File: src/hw/rtl/dcea_pkg.sv
// ----------------------------------------------------------------------------
// dcea_pkg
// Shared types and field widths for the depth and color error accumulator.
// ----------------------------------------------------------------------------
`default_nettype none

package dcea_pkg;

	localparam int DEPTH_W     = 16;
	localparam int COLOR_W     = 8;
	localparam int DSUM_W      = 36;
	localparam int CSUM_W      = 35;
	localparam int COUNT_W     = 20;
	localparam int SUMSQ_W     = 18;
	localparam int IN_TDATA_W  = 80;
	localparam int OUT_TDATA_W = 96;

	// Sequencer states, one-hot.
	typedef enum logic [3:0] {
		ST_IDLE = 4'b0001,
		ST_SQ   = 4'b0010,
		ST_ROOT = 4'b0100,
		ST_ACC  = 4'b1000
	} state_t;

	// Color channel selector for the shared multiplier.
	typedef enum logic [1:0] {
		CH_RED   = 2'd0,
		CH_GREEN = 2'd1,
		CH_BLUE  = 2'd2
	} chan_t;

endpackage

`default_nettype wire

File: src/hw/rtl/depth_color_error_accumulator_top.sv
// ----------------------------------------------------------------------------
// depth_color_error_accumulator_top
// Masked sum of absolute depth error and Euclidean RGB error over a frame.
// ----------------------------------------------------------------------------
//
// Channel   Direction  Handshake                  Payload
// s_axis    in         s_axis_tvalid/tready       tdata: pixel pair, tlast: last pixel
// m_axis    out        m_axis_tvalid/tready       tdata: sums and count, tuser: saturated
// cfg       in         cfg_valid/cfg_ready        cfg_data: measured depth range limit
//
// Each input transaction occupies the block after acceptance: the three
// channel squares on the shared 8x8 multiplier, one channel at a time,
// then the restoring square root at one result bit per cycle, then the
// accumulate state. s_axis_tready is low during that time. The result of a
// frame sits in an output register, so a new pixel is taken while it waits;
// only a following last pixel stalls in the accumulate state until the
// previous result has been taken.
// The asynchronous reset clears the sums, the count, the flag, the output
// valid and restores the range limit to 65535. cfg_ready is always high.

`default_nettype none

module depth_color_error_accumulator_top #(
	parameter int MAX_PIXELS      = 524288,
	parameter int COLOR_FRAC_BITS = 4
) (
	input  wire logic                                clk,
	input  wire logic                                arst_n,
	// [15:0] ref_depth, [31:16] meas_depth, [39:32] ref_red, [47:40] ref_green,
	// [55:48] ref_blue, [63:56] meas_red, [71:64] meas_green, [79:72] meas_blue
	input  wire logic [dcea_pkg::IN_TDATA_W-1:0]     s_axis_tdata,
	input  wire logic                                s_axis_tlast,
	input  wire logic                                s_axis_tvalid,
	output logic                                     s_axis_tready,
	// [35:0] depth_error_sum, [70:36] color_error_sum, [90:71] pixel_count,
	// [95:91] zero
	output logic [dcea_pkg::OUT_TDATA_W-1:0]         m_axis_tdata,
	// [0] saturated
	output logic                                     m_axis_tuser,
	output logic                                     m_axis_tvalid,
	input  wire logic                                m_axis_tready,
	input  wire logic [dcea_pkg::DEPTH_W-1:0]        cfg_data,
	input  wire logic                                cfg_valid,
	output logic                                     cfg_ready
);
	import dcea_pkg::*;

	// Square root result bits: the sum of squares fits in 18 bits.
	localparam int RB   = SUMSQ_W / 2 + COLOR_FRAC_BITS;
	localparam int RADW = 2 * RB;
	localparam int SW   = $clog2(RB);
	localparam logic [COUNT_W-1:0] COUNT_CAP =
		(MAX_PIXELS < (2**COUNT_W - 1)) ? COUNT_W'(MAX_PIXELS) : {COUNT_W{1'b1}};

	state_t               state_q;
	chan_t                chan_q;
	logic [SW-1:0]        step_q;
	logic [DEPTH_W-1:0]   max_range_q;

	// Per-pixel working registers.
	logic                 valid_q;
	logic                 last_q;
	logic [DEPTH_W-1:0]   dd_q;
	logic [COLOR_W-1:0]   dr_q, dg_q, db_q;
	logic [SUMSQ_W-1:0]   sumsq_q;
	logic [RADW-1:0]      rad_q;
	logic [RB+1:0]        rem_q;
	logic [RB-1:0]        root_q;

	// Frame accumulators.
	logic [DSUM_W-1:0]    dsum_q;
	logic [CSUM_W-1:0]    csum_q;
	logic [COUNT_W-1:0]   count_q;
	logic                 ovf_q;

	// Output register.
	logic                 out_valid_q;
	logic [DSUM_W-1:0]    out_dsum_q;
	logic [CSUM_W-1:0]    out_csum_q;
	logic [COUNT_W-1:0]   out_count_q;
	logic                 out_sat_q;

	// Input field views.
	logic [DEPTH_W-1:0]   in_rd, in_md;
	logic [COLOR_W-1:0]   in_rr, in_rg, in_rb, in_mr, in_mg, in_mb;
	logic                 in_take;

	assign in_rd = s_axis_tdata[15:0];
	assign in_md = s_axis_tdata[31:16];
	assign in_rr = s_axis_tdata[39:32];
	assign in_rg = s_axis_tdata[47:40];
	assign in_rb = s_axis_tdata[55:48];
	assign in_mr = s_axis_tdata[63:56];
	assign in_mg = s_axis_tdata[71:64];
	assign in_mb = s_axis_tdata[79:72];

	assign s_axis_tready = (state_q == ST_IDLE);
	assign in_take       = s_axis_tvalid && s_axis_tready;
	assign cfg_ready     = 1'b1;

	function automatic logic [COLOR_W-1:0] absdiff8(input logic [COLOR_W-1:0] a,
	                                                input logic [COLOR_W-1:0] b);
		return (a > b) ? a - b : b - a;
	endfunction

	// Shared multiplier: one channel square per cycle.
	logic [COLOR_W-1:0]   mul_op;
	logic [2*COLOR_W-1:0] mul_prod;
	logic [SUMSQ_W-1:0]   sumsq_next;

	always_comb begin
		case (chan_q)
			CH_RED:   mul_op = dr_q;
			CH_GREEN: mul_op = dg_q;
			CH_BLUE:  mul_op = db_q;
			default:  mul_op = '0;
		endcase
		mul_prod   = mul_op * mul_op;
		sumsq_next = sumsq_q + SUMSQ_W'(mul_prod);
	end

	// One restoring square root step per cycle.
	logic [RB+1:0] rem_sh;
	logic [RB+1:0] trial;
	logic          fits;

	always_comb begin
		rem_sh = {rem_q[RB-1:0], rad_q[RADW-1 -: 2]};
		trial  = {root_q, 2'b01};
		fits   = (rem_sh >= trial);
	end

	// Saturating accumulate of the finished pixel.
	logic [DSUM_W:0]     dsum_add;
	logic [CSUM_W:0]     csum_add;
	logic [DSUM_W-1:0]   dsum_next;
	logic [CSUM_W-1:0]   csum_next;
	logic [COUNT_W-1:0]  count_next;
	logic                ovf_next;
	logic                can_emit;
	logic                emit;

	always_comb begin
		dsum_add   = {1'b0, dsum_q} + (DSUM_W+1)'(dd_q);
		csum_add   = {1'b0, csum_q} + (CSUM_W+1)'(root_q);
		dsum_next  = dsum_q;
		csum_next  = csum_q;
		count_next = count_q;
		ovf_next   = ovf_q;
		if (valid_q) begin
			if (dsum_add[DSUM_W]) begin
				dsum_next = {DSUM_W{1'b1}};
				ovf_next  = 1'b1;
			end else begin
				dsum_next = dsum_add[DSUM_W-1:0];
			end
			if (csum_add[CSUM_W]) begin
				csum_next = {CSUM_W{1'b1}};
				ovf_next  = 1'b1;
			end else begin
				csum_next = csum_add[CSUM_W-1:0];
			end
			if (count_q >= COUNT_CAP) begin
				ovf_next = 1'b1;
			end else begin
				count_next = count_q + COUNT_W'(1);
			end
		end
		// A last pixel may only finish once the output register is free.
		can_emit = !out_valid_q || m_axis_tready;
		emit     = (state_q == ST_ACC) && last_q && can_emit;
	end

	always_ff @(posedge clk or negedge arst_n) begin
		if (!arst_n) begin
			state_q     <= ST_IDLE;
			chan_q      <= CH_RED;
			step_q      <= '0;
			max_range_q <= {DEPTH_W{1'b1}};
			dsum_q      <= '0;
			csum_q      <= '0;
			count_q     <= '0;
			ovf_q       <= 1'b0;
			out_valid_q <= 1'b0;
		end else begin
			if (cfg_valid && cfg_ready) begin
				max_range_q <= cfg_data;
			end
			// A new frame result may load in the same cycle the old one is taken.
			if (emit) begin
				out_valid_q <= 1'b1;
			end else if (out_valid_q && m_axis_tready) begin
				out_valid_q <= 1'b0;
			end
			case (state_q)
				ST_IDLE: begin
					if (in_take) begin
						chan_q  <= CH_RED;
						state_q <= ST_SQ;
					end
				end
				ST_SQ: begin
					case (chan_q)
						CH_RED:   chan_q <= CH_GREEN;
						CH_GREEN: chan_q <= CH_BLUE;
						default: begin
							step_q  <= SW'(RB - 1);
							state_q <= ST_ROOT;
						end
					endcase
				end
				ST_ROOT: begin
					step_q <= step_q - SW'(1);
					if (step_q == '0) begin
						state_q <= ST_ACC;
					end
				end
				ST_ACC: begin
					if (!last_q) begin
						dsum_q  <= dsum_next;
						csum_q  <= csum_next;
						count_q <= count_next;
						ovf_q   <= ovf_next;
						state_q <= ST_IDLE;
					end else if (can_emit) begin
						dsum_q      <= '0;
						csum_q      <= '0;
						count_q     <= '0;
						ovf_q       <= 1'b0;
						state_q     <= ST_IDLE;
					end
				end
				default: state_q <= ST_IDLE;
			endcase
		end
	end

	// Datapath registers, no reset needed.
	always_ff @(posedge clk) begin
		case (state_q)
			ST_IDLE: begin
				if (in_take) begin
					valid_q <= (in_rd != '0) && (in_md != '0) && (in_md <= max_range_q);
					last_q  <= s_axis_tlast;
					dd_q    <= (in_md > in_rd) ? in_md - in_rd : in_rd - in_md;
					dr_q    <= absdiff8(in_rr, in_mr);
					dg_q    <= absdiff8(in_rg, in_mg);
					db_q    <= absdiff8(in_rb, in_mb);
					sumsq_q <= '0;
				end
			end
			ST_SQ: begin
				sumsq_q <= sumsq_next;
				if (chan_q == CH_BLUE) begin
					rad_q  <= RADW'(sumsq_next) << (2 * COLOR_FRAC_BITS);
					rem_q  <= '0;
					root_q <= '0;
				end
			end
			ST_ROOT: begin
				rad_q <= rad_q << 2;
				if (fits) begin
					rem_q  <= rem_sh - trial;
					root_q <= {root_q[RB-2:0], 1'b1};
				end else begin
					rem_q  <= rem_sh;
					root_q <= {root_q[RB-2:0], 1'b0};
				end
			end
			ST_ACC: begin
				if (last_q && can_emit) begin
					out_dsum_q  <= dsum_next;
					out_csum_q  <= csum_next;
					out_count_q <= count_next;
					out_sat_q   <= ovf_next;
				end
			end
			default: ;
		endcase
	end

	assign m_axis_tvalid = out_valid_q;
	assign m_axis_tdata  = {{(OUT_TDATA_W - DSUM_W - CSUM_W - COUNT_W){1'b0}},
	                        out_count_q, out_csum_q, out_dsum_q};
	assign m_axis_tuser  = out_sat_q;

endmodule

`default_nettype wire

File: config.mk
export PLATFORM = sky130hd
export DESIGN_NAME = depth_color_error_accumulator_top
export DESIGN_NICKNAME = d
export VERILOG_FILES = /design/src/hw/rtl/dcea_pkg.sv /design/src/hw/rtl/depth_color_error_accumulator_top.sv
export SDC_FILE = /design/constraint.sdc
export NUM_CORES = 1
export LEC_CHECK = 0
export ABC_AREA = 1
export BUFFER_PORTS_ARGS = -buffer_cell sky130_fd_sc_hd__buf_2
export CORE_ASPECT_RATIO = 0.5
export CORE_MARGIN = 2
export CORE_UTILIZATION = 30
export CTS_BUF_LIST = sky130_fd_sc_hd__clkbuf_4 sky130_fd_sc_hd__clkbuf_8 sky130_fd_sc_hd__clkbuf_16
export CTS_CLUSTER_DIAMETER = 80
export DETAILED_ROUTE_END_ITERATION = 8
export HOLD_SLACK_MARGIN = 0.08
export PLACE_DENSITY_LB_ADDON = 0.3
export SLEW_MARGIN = 15
export SYNTH_ARGS = -nofsm -noshare
export SYNTH_HDL_FRONTEND = slang
export SYNTH_SLANG_ARGS = --single-unit
File: constraint.sdc
create_clock -name clk -period 11.4 [get_ports clk]
set_clock_uncertainty 0.05 [all_clocks]
set_input_delay 2.28 -clock clk [delete_from_list [all_inputs] [get_ports clk]]
set_output_delay 2.28 -clock clk [all_outputs]
set_load 0.03 [all_outputs]
# After elaboration in Yosys (flattened, before gate mapping)
# Cells that the tools add are included.
# Widths: inputs -> output; s select.
dict set report op_classes {
  order_cmp 7
  n_addsub 14
  n_eq_ne 13
  mul 1
  muxes 46
  reduce_logical 25
}
# op n
set ops {}
lappend ops {{$mux 36} 4}
lappend ops {{$mux 35} 4}
lappend ops {{$mux 20} 4}
lappend ops {{$pmux 13 s2} 2}
lappend ops {{$pmux 26 s2} 1}
lappend ops {{$sub 8x8->8} 6}
lappend ops {{$mux 13} 3}
lappend ops {{$add 36x16->37} 1}
lappend ops {{$add 35x13->36} 1}
lappend ops {{$pmux 18 s2} 1}
lappend ops {{$reduce_bool 16->1} 2}
lappend ops {{$sub 16x16->16} 2}
lappend ops {{$mux 26} 1}
lappend ops {{$gt 8x8->1} 3}
lappend ops {{$mux 4} 6}
lappend ops {{$mux 8} 3}
lappend ops {{$pmux 8 s3} 1}
lappend ops {{$add 20x1->20 const B} 1}
lappend ops {{$ge 20x20->1 const B} 1}
lappend ops {{$add 18x16->18} 1}
lappend ops {{$mux 18} 1}
lappend ops {{$gt 16x16->1} 1}
lappend ops {{$le 16x16->1} 1}
lappend ops {{$mul 8x8->16} 1}
lappend ops {{28 further kinds} 54}
dict set report totals {
  ff_bits 323
  out_inout_bits 100
  inputBits 102
}

# Logic depth before layout (Yosys ltp)
dict set report logic_depth {
  ltp_word 6
  ltp_mapped 26
  ltp_nobuf 26
}

# Least setup slack after synthesis
# Ideal clock, no wire load.
dict set report synth_path {
  path_kind {input to register}
  start {input port m_axis_tready}
  end {register out_sat_q (netlist: m_axis_tuser) (enable)}
  path_stages 3
  setup_ns 0.543
  required_ns 10.807
  t_arrival_ns 6.260
  slack_ns 4.547
  path_cell_list {or2_2 inv_1 nor2_1}
}
dict set report synth_between {
  elab_chain_len 3
}
# item line
set synth_rtl {}
lappend synth_rtl {{start, declared} depth_color_error_accumulator_top.sv:41} ;# input wire logic m_axis_tready,
lappend synth_rtl {{$logic_or 1x1->1} depth_color_error_accumulator_top.sv:170} ;# can_emit = !out_valid_q || m_axis_tready;
lappend synth_rtl {{$logic_and 1x1->1} depth_color_error_accumulator_top.sv:271} ;# if (last_q && can_emit) begin
lappend synth_rtl {{$reduce_and 2->1 (no source line)} -}
lappend synth_rtl {{end signal, assigned} depth_color_error_accumulator_top.sv:275} ;# out_sat_q <= ovf_next;
lappend synth_rtl {{end, declared} depth_color_error_accumulator_top.sv:81} ;# logic out_sat_q;
# No other way between the ends.
# A chain may end at the register's enable or synchronous reset.

# Worst setup path after layout
dict set report layout_path {
  start {register chan_q[0]}
  end {register sumsq_q[17] (data pin)}
}
dict set report layout_between {
  elab_chain_len 5
}
# item line
set layout_rtl {}
lappend layout_rtl {{start, declared} depth_color_error_accumulator_top.sv:56} ;# chan_t chan_q;
lappend layout_rtl {{start signal, assigned} depth_color_error_accumulator_top.sv:177} ;# chan_q <= CH_RED;
lappend layout_rtl {{start signal, assigned} depth_color_error_accumulator_top.sv:198} ;# chan_q <= CH_RED;
lappend layout_rtl {{start signal, assigned} depth_color_error_accumulator_top.sv:204} ;# CH_RED: chan_q <= CH_GREEN;
lappend layout_rtl {{$eq 2x2->1, or another cell as far along} depth_color_error_accumulator_top.sv:112} ;# case (chan_q)
lappend layout_rtl {{$pmux 8 s3 *} depth_color_error_accumulator_top.sv:112}
lappend layout_rtl {{$mul 8x8->16 *} depth_color_error_accumulator_top.sv:118} ;# mul_prod = mul_op * mul_op;
lappend layout_rtl {{$add 18x16->18 *} depth_color_error_accumulator_top.sv:119} ;# sumsq_next = sumsq_q + SUMSQ_W'(mul_prod);
lappend layout_rtl {{$pmux 18 s2 *} depth_color_error_accumulator_top.sv:240} ;# case (state_q)
lappend layout_rtl {{end signal, assigned} depth_color_error_accumulator_top.sv:253} ;# sumsq_q <= sumsq_next;
lappend layout_rtl {{end, declared} depth_color_error_accumulator_top.sv:65} ;# logic [SUMSQ_W-1:0] sumsq_q;
# Every way passes the cells marked *; elsewhere a longest branch is shown, timed or not.

==> run_results.csv <==
group,metric,value,unit
clocking,cts_setup_buffers,0,
setup_path,r2r-start,"chan_q[0]$_DFFE_PN0P_",
setup_path,end_kind,"flip-flop",
clocking,clockBufferDepth,3,
logic_synthesis,synthesis.area,23200,sq um
routing,wl,60700,microns
global_route,antenna_found_initial,2,
logic_synthesis,syn_inst,2917,
routing,via_per_inst,4.57,
timing,fin_setup_tns,0,ns
setup_path,worstSetupPathType,"reg2reg",
place,io_buffers,195,
cells_and_area,drive_gt1_frac,0.125,
logic_synthesis,yosysWarningCount,0,
logic_synthesis,netlist_top_cells_area,"edfxtp_1 (25%), nand2_1 (13%), dfrtp_1 (11%), ha_1 (9.5%), inv_1 (7.9%)",
timing,period_needed,5.72,ns
routing,dr_wl_met3,2240,microns
timing,fmax,175,MHz
global_route,grt_pass1_wl,98100,microns
cells_and_area,nets,3417,
global_route,grt_max_degree,67,
logic_synthesis,yosysMostFrequentCell,"nand2_1",
clocking,cts.htree.levels,2,
setup_path,critPathMaxFanout,10,
clocking,cts.sink_count,315,
place,gp_congestion,0.912,
routing,ant_nets,0,
timing,drv_slew,0,
logic_synthesis,synthTopCellsByCount,"nand2_1 (829), inv_1 (486), edfxtp_1 (196)",
job,cap_violations,0,
setup_path,cp-start-kind,"flip-flop",
worst_hold_path,hold_path.class,"reg2reg",
timing,setup_viol,0,
clocking,clock_latency,0.57,ns
routing,wl_met2,29000,microns
die,num_rows,72,
routing,drc,0,
timing,period_share,0.501,
logic_synthesis,syn_area_per_cell,7.95,sq um
logic_synthesis,netlist-cell-type-count,68,
die,core,76900,sq um
logic_synthesis,synth-async-reset-ratio,0.378,
worst_hold_path,worst_hold_startpoint,"max_range_q[13]$_DFFE_PN1P_",
clocking,clk_pin_slew,0.06,ns
logic_synthesis,synth-edff-count,196,
timing,rsz0062_at_grt,"false",
die,fp.dieArea,79700,sq um
logic_synthesis,synth_top_area_cell,"edfxtp_1",
timing,tightest_slew,1.07,ns
routing,drt_first_pass_iters,6,
clocking,cts_tree,"built",
clocking,cts_inserted_buffers,37,
setup_path,worst-endpoint-required,11.62,ns
routing,wl_met1,27900,microns
global_route,grt.overflow.total,0,
global_route,globalRouteTotalUtil,0.152,
logic_synthesis,seq_area_frac_synth,0.383,
routing,avgRoutedWirePerCell,14.6,microns
die,io_pins,202,
cells_and_area,n_antenna_cell,0,
routing,drtIter0Drc,956,
routing,vias,19000,
outcome,status,"completed",
setup_path,worstPathArrival,5.93,ns
die,initial_core_util,0.301,
logic_synthesis,synth-seq-cells,315,
logic_synthesis,synthFlopType,"edfxtp_1",
timing,finalHoldViolCount,0,
global_route,grt_pass1_vias,18800,
die,die_h,201,microns
clocking,ctsHoldBuffers,0,
clocking,post_cts_resized,0,
clocking,cts_root_buffer,"clkbuf_16",
place,dp.final_hpwl,45800,microns
timing,relSlewSlack,0.286,
logic_synthesis,yosys.area.top_type_share,0.254,
setup_path,crit_start,"chan_q[0]$_DFFE_PN0P_",
die,die_x,397,microns
routing,top_layer,"met5",
cells_and_area,area_growth,14.5,%
==> metal layers <==
layer	up-vias	global-route usage
li1	9693	-
met2	323	0.261
met4	4	0.0446
met3	81	0.0235
met1	8888	0.196
met5	-	0
==> state kept, by name (all words and copies together), names as in the netlist, 13 cells and up <==
register     count
rem_q           13
out_dsum_q      36
out_csum_q      35
dd_q            16
root_q          13
rad_q           18
max_range_q     16
count_q         20
out_count_q     20
csum_q          35
dsum_q          36
sumsq_q         18
==> kinds of logic after synthesis <==
kind of cell    share of synthesized area
other cells                      0.000324
xor+xnor                           0.0449
simple gates                        0.258
compound gates                     0.0788
buf+inv                            0.0971
mux                              0.000486
fa+ha+maj                           0.138
flops                               0.383
==> cells in the final DEF, fill, tap and decap left out, types with 13 or more instances in the layout <==
cell type / instances
edfxtp_1: 196
clkbuf_16: 37
fa_1: 49
o21ai_1: 13
nand2_1: 829
dfrtp_1: 102
or2_2: 30
xnor2_1: 29
nor4_1: 17
nor2_1: 176
o22ai_1: 13
nor3_1: 32
inv_1: 485
nand4_1: 47
ha_1: 177
nand3b_1: 14
nand3_2: 18
a21boi_0: 13
nand3_1: 161
xor2_1: 88
o21ai_0: 106
buf_2: 194
dfstp_2: 17
a21oi_1: 107
==> critical path: stages (launching register included) <==
cell and delay, ns:
dfrtp_1 0.43, nor2_1 0.55, nand2_1 0.14, nand3_1 0.33, nand2_1 0.09, inv_1 0.12, fa_1 0.45, fa_1 0.52
fa_1 0.55, inv_1 0.06, fa_1 0.52, inv_1 0.04, ha_1 0.36, a21oi_1 0.19, a21boi_0 0.39, o21ai_0 0.21
or2_2 0.31, nand2_1 0.07, nor2_1 0.04
==> layout make-up <==
cell class / count / area [sq um]
Inverter: 496 / 1860
Sequential cell: 315 / 8880
Timing Repair Buffer: 207 / 1070
Multi-Input combinational cell: 2032 / 12100
Clock inverter: 20 / 338
Fill cell: 8044 / 50400
Tap cell: 1036 / 1300
Clock buffer: 45 / 1000
==> per-stage QoR <==
| step | setup slack [ns] | utilization | area (sq um) | hold WS (ns) | cells |
|---|---|---|---|---|---|
| 2_1_floorplan | 4.55 | - | 23200 | 0.413 | 2921 |
| 3_3_place_gp | 5.80 | 0.328 | 25200 | 0.432 | 4086 |
| 3_5_place_dp | 5.67 | 0.328 | 25200 | 0.436 | 4086 |
| 4_1_cts | 5.66 | 0.345 | 26600 | 0.449 | 4151 |
| 5_1_grt | 5.26 | 0.345 | 26600 | 0.466 | 4151 |
| 6_report | 5.68 | 0.345 | 26600 | 0.442 | 4151 |
==> final timing paths <==
kind                                                to  slack, ns  depth (start not counted)
min in group asynchronous       dsum_q[19]$_DFFE_PN0P_       1.65                          1
setup reg to reg             sumsq_q[17]$_SDFFCE_PN0P_       5.68                         18
hold / removal             max_range_q[13]$_DFFE_PN1P_       0.44                          2
hold reg to reg            max_range_q[13]$_DFFE_PN1P_       0.44                          2
max in group asynchronous       state_q[2]$_DFFE_PN0P_       8.27                          2
setup / recovery             sumsq_q[17]$_SDFFCE_PN0P_       5.68                         18
Power is left out: the tool's default activity adds up to more than one toggle a clock period on the data nets, which glitch-free logic cannot reach.
